--- config.mk ---
export PLATFORM = sky130hd
export DESIGN_NAME = lru_key_value_cache
export DESIGN_NICKNAME = d
export VERILOG_FILES = /design/src/rtl/lkv_pkg.sv /design/src/rtl/lkv_value_ram.sv /design/src/rtl/lkv_tag_array.sv /design/src/rtl/lru_key_value_cache.sv
export SDC_FILE = /design/constraint.sdc
export NUM_CORES = 2
export LEC_CHECK = 0
export BUFFER_PORTS_ARGS = -buffer_cell sky130_fd_sc_hd__buf_2
export CORE_MARGIN = 5
export CORE_UTILIZATION = 40
export CTS_CLUSTER_SIZE = 8
export DETAILED_ROUTE_END_ITERATION = 8
export HOLD_SLACK_MARGIN = 0.06
export PLACE_DENSITY = 0.67
export SYNTH_ARGS = -nofsm -noshare
export SYNTH_HDL_FRONTEND = slang
export SYNTH_HIERARCHICAL = 1
export SYNTH_SLANG_ARGS = --single-unit
--- constraint.sdc ---
create_clock -name clk -period 9.1 [get_ports clk]
set_clock_uncertainty 0.05 [all_clocks]
set_input_delay 0.91 -clock clk [delete_from_list [all_inputs] [get_ports clk]]
set_output_delay 0.91 -clock clk [all_outputs]
set_load 0.005 [all_outputs]
--- src/rtl/lkv_pkg.sv ---
// shared constants and types for the lru key/value cache
`default_nettype none

package lkv_pkg;

  // default geometry
  localparam int ENTRIES_DEF    = 16;
  localparam int KEY_BITS_DEF   = 32;
  localparam int VALUE_BITS_DEF = 32;

  // capacity register
  localparam int              CAP_W     = 5;
  localparam logic [CAP_W-1:0] CAP_RESET = 5'd16;

  // result data width on the master side
  localparam int READ_W = 32;

  // request kinds carried in s_tuser
  localparam logic ACT_PUT = 1'b0;
  localparam logic ACT_GET = 1'b1;

  // result status carried in m_tuser
  localparam logic STATUS_OK   = 1'b0;
  localparam logic STATUS_MISS = 1'b1;

  // request sequencer states
  typedef enum logic [1:0] {
    ST_IDLE,
    ST_LOOKUP,
    ST_RESULT
  } lkv_state_t;

endpackage

`default_nettype wire

--- src/rtl/lkv_value_ram.sv ---
// value memory: one write port, one registered read port
`default_nettype none

module lkv_value_ram #(
  parameter int ENTRIES    = 16,
  parameter int VALUE_BITS = 32,
  parameter int IDX_W      = 4
) (
  input  wire logic                  clk,
  input  wire logic                  we,
  input  wire logic [IDX_W-1:0]      waddr,
  input  wire logic [VALUE_BITS-1:0] wdata,
  input  wire logic                  re,
  input  wire logic [IDX_W-1:0]      raddr,
  output logic      [VALUE_BITS-1:0] rdata
);

  logic [VALUE_BITS-1:0] mem [ENTRIES];

  // write port
  always_ff @(posedge clk) begin
    if (we) begin
      mem[waddr] <= wdata;
    end
  end

  // registered read port
  always_ff @(posedge clk) begin
    if (re) begin
      rdata <= mem[raddr];
    end
  end

endmodule

`default_nettype wire

--- src/rtl/lkv_tag_array.sv ---
// key registers, recency ranks, fill count and capacity register
`default_nettype none

module lkv_tag_array #(
  parameter int ENTRIES  = 16,
  parameter int KEY_BITS = 32,
  parameter int IDX_W    = 4,
  parameter int COUNT_W  = 5
) (
  input  wire logic                      clk,
  input  wire logic                      rst,
  input  wire logic                      cfg_we,
  input  wire logic [lkv_pkg::CAP_W-1:0] cfg_wdata,
  input  wire logic                      update_en,
  input  wire logic                      action,
  input  wire logic [KEY_BITS-1:0]       key,
  output logic                           hit,
  output logic      [IDX_W-1:0]          hit_idx,
  output logic      [IDX_W-1:0]          target_idx
);

  import lkv_pkg::*;

  logic [KEY_BITS-1:0] keys [ENTRIES];
  logic [IDX_W-1:0]    ages [ENTRIES];
  logic [COUNT_W-1:0]  count;
  logic [CAP_W-1:0]    capacity;

  logic [COUNT_W-1:0] cap_eff;
  logic               fill;
  logic [IDX_W-1:0]   hit_age;
  logic [IDX_W-1:0]   victim_idx;
  logic [IDX_W-1:0]   oldest_age;
  logic [IDX_W-1:0]   old_age;
  logic               do_update;
  logic               do_write;

  // effective capacity: zero acts as one, above the entry count is clipped
  always_comb begin
    if (capacity == '0) begin
      cap_eff = COUNT_W'(1);
    end else if (int'(capacity) > ENTRIES) begin
      cap_eff = COUNT_W'(ENTRIES);
    end else begin
      cap_eff = COUNT_W'(capacity);
    end
  end

  // valid entries are always 0..count-1, so the oldest one has rank count-1
  assign oldest_age = IDX_W'(count - COUNT_W'(1));
  assign fill       = (count < cap_eff);

  // parallel key compare and rank match; valid keys are distinct
  always_comb begin
    hit        = 1'b0;
    hit_idx    = '0;
    hit_age    = '0;
    victim_idx = '0;
    for (int i = 0; i < ENTRIES; i++) begin
      if (COUNT_W'(i) < count) begin
        if (keys[i] == key) begin
          hit     = 1'b1;
          hit_idx = hit_idx | IDX_W'(i);
          hit_age = hit_age | ages[i];
        end
        if (ages[i] == oldest_age) begin
          victim_idx = victim_idx | IDX_W'(i);
        end
      end
    end
  end

  // entry to touch and its rank before the touch
  always_comb begin
    if (hit) begin
      target_idx = hit_idx;
      old_age    = hit_age;
    end else if (fill) begin
      target_idx = IDX_W'(count);
      old_age    = IDX_W'(count);
    end else begin
      target_idx = victim_idx;
      old_age    = oldest_age;
    end
  end

  assign do_write  = update_en && (action == ACT_PUT);
  assign do_update = update_en && ((action == ACT_PUT) || hit);

  // capacity register and fill count
  always_ff @(posedge clk) begin
    if (rst) begin
      capacity <= CAP_RESET;
      count    <= '0;
    end else if (cfg_we) begin
      capacity <= cfg_wdata;
      count    <= '0;
    end else if (do_write && !hit && fill) begin
      count <= count + COUNT_W'(1);
    end
  end

  // key write and recency update
  always_ff @(posedge clk) begin
    if (do_write) begin
      keys[target_idx] <= key;
    end
    if (do_update) begin
      for (int i = 0; i < ENTRIES; i++) begin
        if (IDX_W'(i) == target_idx) begin
          ages[i] <= '0;
        end else if ((COUNT_W'(i) < count) && (ages[i] < old_age)) begin
          ages[i] <= ages[i] + IDX_W'(1);
        end
      end
    end
  end

endmodule

`default_nettype wire

--- src/rtl/lru_key_value_cache.sv ---
// Fully associative key/value cache with least-recently-used replacement.
//
// Slave beat: s_tuser is the request kind (put or get), s_tdata holds the
// key in the low bits and the value above it. Master beat: m_tuser is the
// status (miss on a get that finds nothing), m_tdata the value read, zero
// on a put or a miss. One result beat per request beat, in order.
// Each request passes through capture, then key compare with the update of
// keys, ranks and the value memory, then the registered value-memory read
// is loaded into the output register. The next request is taken in the
// cycle after the result is loaded, so a new request is not accepted
// before the previous one has loaded its result.
// The output register holds a finished result while the master side
// stalls; the next request is accepted and worked on meanwhile and waits
// in its result step until the output register is free.
// Reset sets capacity to 16 and empties the store. Writing capacity
// through cfg_we/cfg_wdata also empties the store; write only when idle.
`default_nettype none

module lru_key_value_cache #(
  parameter int ENTRIES    = lkv_pkg::ENTRIES_DEF,
  parameter int KEY_BITS   = lkv_pkg::KEY_BITS_DEF,
  parameter int VALUE_BITS = lkv_pkg::VALUE_BITS_DEF,
  localparam int S_TDATA_W = ((KEY_BITS + VALUE_BITS + 7) / 8) * 8
) (
  input  wire logic                      clk,
  input  wire logic                      rst,
  // configuration: capacity
  input  wire logic                      cfg_we,
  input  wire logic [lkv_pkg::CAP_W-1:0] cfg_wdata,
  // request stream
  input  wire logic                      s_tvalid,
  output logic                           s_tready,
  input  wire logic [S_TDATA_W-1:0]      s_tdata,  // key, value
  input  wire logic                      s_tuser,  // action
  // result stream
  output logic                           m_tvalid,
  input  wire logic                      m_tready,
  output logic [lkv_pkg::READ_W-1:0]     m_tdata,  // read_value
  output logic                           m_tuser   // status
);

  import lkv_pkg::*;

  localparam int IDX_W   = (ENTRIES > 1) ? $clog2(ENTRIES) : 1;
  localparam int COUNT_W = $clog2(ENTRIES + 1);

  lkv_state_t state, state_next;

  logic                  req_action;
  logic [KEY_BITS-1:0]   req_key;
  logic [VALUE_BITS-1:0] req_value;
  logic                  req_miss;

  logic                  hit;
  logic [IDX_W-1:0]      hit_idx;
  logic [IDX_W-1:0]      target_idx;
  logic [VALUE_BITS-1:0] rdata;
  logic [63:0]           rdata_wide;

  logic in_fire;
  logic lookup;
  logic load_out;

  assign in_fire  = s_tvalid && s_tready;
  assign lookup   = (state == ST_LOOKUP);

  // key registers and recency ranks
  lkv_tag_array #(
    .ENTRIES  (ENTRIES),
    .KEY_BITS (KEY_BITS),
    .IDX_W    (IDX_W),
    .COUNT_W  (COUNT_W)
  ) u_tags (
    .clk        (clk),
    .rst        (rst),
    .cfg_we     (cfg_we),
    .cfg_wdata  (cfg_wdata),
    .update_en  (lookup),
    .action     (req_action),
    .key        (req_key),
    .hit        (hit),
    .hit_idx    (hit_idx),
    .target_idx (target_idx)
  );

  // value storage
  lkv_value_ram #(
    .ENTRIES    (ENTRIES),
    .VALUE_BITS (VALUE_BITS),
    .IDX_W      (IDX_W)
  ) u_values (
    .clk   (clk),
    .we    (lookup && (req_action == ACT_PUT)),
    .waddr (target_idx),
    .wdata (req_value),
    .re    (lookup),
    .raddr (hit_idx),
    .rdata (rdata)
  );

  // sequencer state register
  always_ff @(posedge clk) begin
    if (rst) begin
      state <= ST_IDLE;
    end else begin
      state <= state_next;
    end
  end

  // sequencer next state and handshake
  always_comb begin
    state_next = state;
    s_tready   = 1'b0;
    load_out   = 1'b0;
    unique case (state)
      ST_IDLE: begin
        s_tready = 1'b1;
        if (s_tvalid) begin
          state_next = ST_LOOKUP;
        end
      end
      ST_LOOKUP: begin
        state_next = ST_RESULT;
      end
      ST_RESULT: begin
        if (!m_tvalid || m_tready) begin
          load_out   = 1'b1;
          state_next = ST_IDLE;
        end
      end
      default: begin
        state_next = ST_IDLE;
      end
    endcase
  end

  // request capture
  always_ff @(posedge clk) begin
    if (in_fire) begin
      req_action <= s_tuser;
      req_key    <= s_tdata[KEY_BITS-1:0];
      req_value  <= s_tdata[KEY_BITS +: VALUE_BITS];
    end
    if (lookup) begin
      req_miss <= (req_action == ACT_GET) && !hit;
    end
  end

  assign rdata_wide = 64'(rdata);

  // output register
  always_ff @(posedge clk) begin
    if (rst) begin
      m_tvalid <= 1'b0;
    end else if (load_out) begin
      m_tvalid <= 1'b1;
    end else if (m_tready) begin
      m_tvalid <= 1'b0;
    end
  end

  always_ff @(posedge clk) begin
    if (load_out) begin
      m_tuser <= req_miss ? STATUS_MISS : STATUS_OK;
      if ((req_action == ACT_GET) && !req_miss) begin
        m_tdata <= rdata_wide[READ_W-1:0];
      end else begin
        m_tdata <= '0;
      end
    end
  end

endmodule

`default_nettype wire
==> load_flow_metrics.sql <==
INSERT INTO impl_metrics (metric_group, metric, value, unit) VALUES
('final_layout', 'final_core_occ', '45.8', '%'),
('outcome', 'outcome', 'completed', ''),
('sta', 'period_needed', '6.47', 'ns'),
('synthesis', 'ys_seq_area_share', '69.2', '%'),
('drt', 'ant_nets', '0', ''),
('global_route', 'antenna_found_initial', '3', ''),
('worst_setup_path', 'crit_path_start_kind', 'flop', ''),
('die', 'design.portCount', '110', ''),
('final_layout', 'finalNonFillerCells', '5260', ''),
('worst_setup_path', 'r2r-start', 'req_key[28]', ''),
('power_and_ir_drop', 'p_sw_share', '21.7', '%'),
('synthesis', 'synth_largest_type_area_fraction', '68.7', '%'),
('die', 'initial_utilization', '40.1', '%'),
('power_and_ir_drop', 'internal_power', '9.91', 'mW'),
('sta', 'grt_setup_unrepaired', 'false', ''),
('synthesis', 'synthesis.yosys.warnings', '6', ''),
('synthesis', 'synthesis.nets', '3369', ''),
('worst_setup_path', 'timing.critical_path.to_type', 'flop', ''),
('drt', 'viasPerCell', '5.80', ''),
('sta', 'final-max-slew-violation-count', '0', ''),
('place', 'place.detailed.hpwl', '84.4', 'mm'),
('worst_setup_path', 'timing.setup.critical_path_class', 'reg2reg', ''),
('drt', 'detailedRoute.firstPassIterationCount', '7', ''),
('drt', 'routed-via-count', '30500', ''),
('sta', 'max_slew.worst_pin.slew', '1.45', 'ns'),
('sta', 'clock.fmax', '155', 'MHz'),
('sta', 'setup_viol', '0', ''),
('final_layout', 'n_fill_cell', '11200', ''),
('hold_path', 'hold_class', 'in2reg', ''),
('cts', 'clkSinkCount', '1232', ''),
('drt', 'wl_per_cell', '26.4', 'um'),
('global_route', 'grt_overflow_total', '0', ''),
('cts', 'clock_tree.buffer_depth', '3', ''),
('cts', 'numCtsBuffers', '172', ''),
('global_route', 'via_count_of_the_first_global_routing_pass', '30400', ''),
('worst_setup_path', 'crit_path_max_fanout', '39', ''),
('global_route', 'grt_max_degree', '94', ''),
('die', 'die_h', '375', 'um'),
('worst_setup_path', 'timing.critical_path.cells', 'buf_4, xnor2_1, nand4_1, nor4_1, and3_1, nor4_1, nand3_4, mux2i_1, buf_4, inv_2, nand2b_1, nor2_4', ''),
('hold_path', 'hold_path_end', 'req_value[22]', ''),
('sta', 'timing.final.hold_violations', '0', ''),
('final_layout', 'count_of_nets_after_finishing', '3601', ''),
('drt', 'routed_wirelength', '139', 'mm'),
('worst_setup_path', 'worst_path_largest_cell_delay', '1.07', 'ns'),
('die', 'rows', '134', ''),
('worst_setup_path', 'arrival', '6.79', 'ns'),
('sta', 'period_share', '71.1', '%'),
('die', 'die_area', '141000', 'um^2'),
('synthesis', 'synth_seq_cells', '1232', ''),
('final_layout', 'layout-area-overhead-vs-synth', '14.3', '%'),
('cts', 'insertion_delay', '0.79', 'ns'),
('cts', 'cts-root-buf', 'clkbuf_16', ''),
('die', 'core-area', '133000', 'um^2'),
('place', 'routabilityCongestion', '0.956', ''),
('power_and_ir_drop', 'seq_power_share', '50.5', '%'),
('global_route', 'grt_first_pass_wirelength', '205', 'mm'),
('die', 'floorplan.die.width', '375', 'um'),
('place', 'dp_cells', '5050', ''),
('synthesis', 'synth.distinct_cells', '83', ''),
('synthesis', 'ys_async_sr_fraction', '0', '%'),
('sta', 'final.setup.worst_slack', '2.63', 'ns'),
('sta', 'setup_total_negative_slack', '0', 'ns'),
('cts', 'post_cts_buffers', '0', ''),
('sta', 'max-slew-margin-rel', '2.70', '%'),
('cts', 'cts.htree.levels', '4', ''),
('worst_setup_path', 'worst_r2r_endpoint', 'u_values/mem[14][18]', ''),
('final_layout', 'diodes', '0', ''),
('hold_path', 'holdPathStages', '1', ''),
('final_layout', 'post_route_cells_drive_above_1_share', '17.4', '%'),
('power_and_ir_drop', 'power.total', '12.7', 'mW'),
('synthesis', 'top_cells_by_area_synth', 'edfxtp_1 (69%), xnor2_1 (8.8%), mux4_2 (5.4%), nand4_1 (2.4%), ha_1 (1.6%)', '');
-- layout by cell type, fill, tap and decap left out, drive strengths merged, types with 12 or more instances in the layout --
cell type and count:
mux4 128, nor3 102, nor3b 17, nor4 52, dfxtp 13, nand3 77
a211oi 14, o21ai 32, and4 12, ha 70, a22oi 70, nor2 83
or4 13, and3 21, nand2 88, and2 42, inv 19, o211ai 21
a21oi 33, xnor2 538, clkbuf 195, nand4 204, edfxtp 1219, o2bb2ai 16
xor2 69, buf 213
-- Yosys cell counts (44+ instances only) --
library cell / instances
xor2_1: 68
nand3_1: 77
buf_2: 44
xnor2_1: 536
edfxtp_1: 1219
nand4_1: 203
a22oi_1: 70
nand2_1: 86
nor3_1: 97
nor4_1: 49
ha_1: 70
nor2_1: 82
buf_4: 44
mux4_2: 128
-- power groups by stage --
stage	Clock (mW)	Sequential, mW	Combinational (mW)
final	5.70	6.40	0.562
after global routing	6.06	6.40	0.599
after CTS	5.81	6.40	0.559
after detailed placement	0	6.50	0.556
after global placement	0	6.50	0.549
after floorplan	0	6.48	0.344
-- registers in the layout, summed over array words and instances (netlist names) --
register         cells
m_tdata             32
m_tuser              1
m_tvalid             1
req_action           1
req_key             32
req_miss             1
req_value           32
state                2
u_tags/ages         64
u_tags/capacity      5
u_tags/count         5
u_tags/keys        512
u_values/mem       512
u_values/rdata      32
-- layout make-up --
class,instances,area [um^2],share of cell area (%)
Multi-Input combinational cell,1824,15700,25.8
Sequential cell,1232,36900,60.5
Timing Repair Buffer,213,1350,2.22
Clock inverter,15,287,0.470
Clock buffer,195,4430,7.28
Inverter,13,48.8,0.0801
Tap cell,1768,2210,3.63
-- stage by stage --
| stage | hold slack (ns) | instance area (um^2) |
|---|---|---|
| after floorplan | 0.368 | 53300 |
| after global placement | 0.387 | 56200 |
| after detailed placement | 0.394 | 56200 |
| after CTS | 0.184 | 60900 |
| after global routing | 0.206 | 60900 |
| final | 0.244 | 60900 |
-- critical path: cells and delay by family (launching register included) --
kind / cells / cell delay (ns)
and+or+nand+nor: 7 / 3.46
buffers and inverters: 3 / 1.08
DFF: 1 / 1.03
xor gates and xnor gates: 1 / 0.20
muxes: 1 / 0.16
-- logic make-up after synthesis --
kind of cell             synth area share (%)
flip-flops                               69.2
AND/OR/NAND/NOR                          8.17
XOR/XNOR                                 10.3
AO/OA/AOI/OAI                            3.41
buffers and inverters                    1.78
multiplexers                             5.52
adder cells (fa/ha/maj)                  1.64
-- layer usage --
metal,part of all wire [%],vias up,global-route usage [%]
li1,-,13100,-
met1,42,15700,27.4
met2,46,1493,30.4
met3,8.6,229,3.85
met4,2.9,0,6.49
met5,0,-,0
-- worst max path at each step --
stage	start	to	slack, ns	cells past startpoint
2_1_floorplan	u_tags/count[0]	u_tags/keys[8][0]	2.69	17
3_3_place_gp	req_key[28]	u_values/mem[10][13]	2.80	12
3_5_place_dp	req_key[28]	u_values/mem[14][14]	2.74	12
4_1_cts	req_key[28]	u_values/mem[0][9]	2.70	12
5_1_grt	req_key[28]	u_tags/ages[1][4]	2.38	15
6_report	req_key[28]	u_values/mem[14][18]	2.63	12
Note: power is estimated with default switching activity, not from simulation.
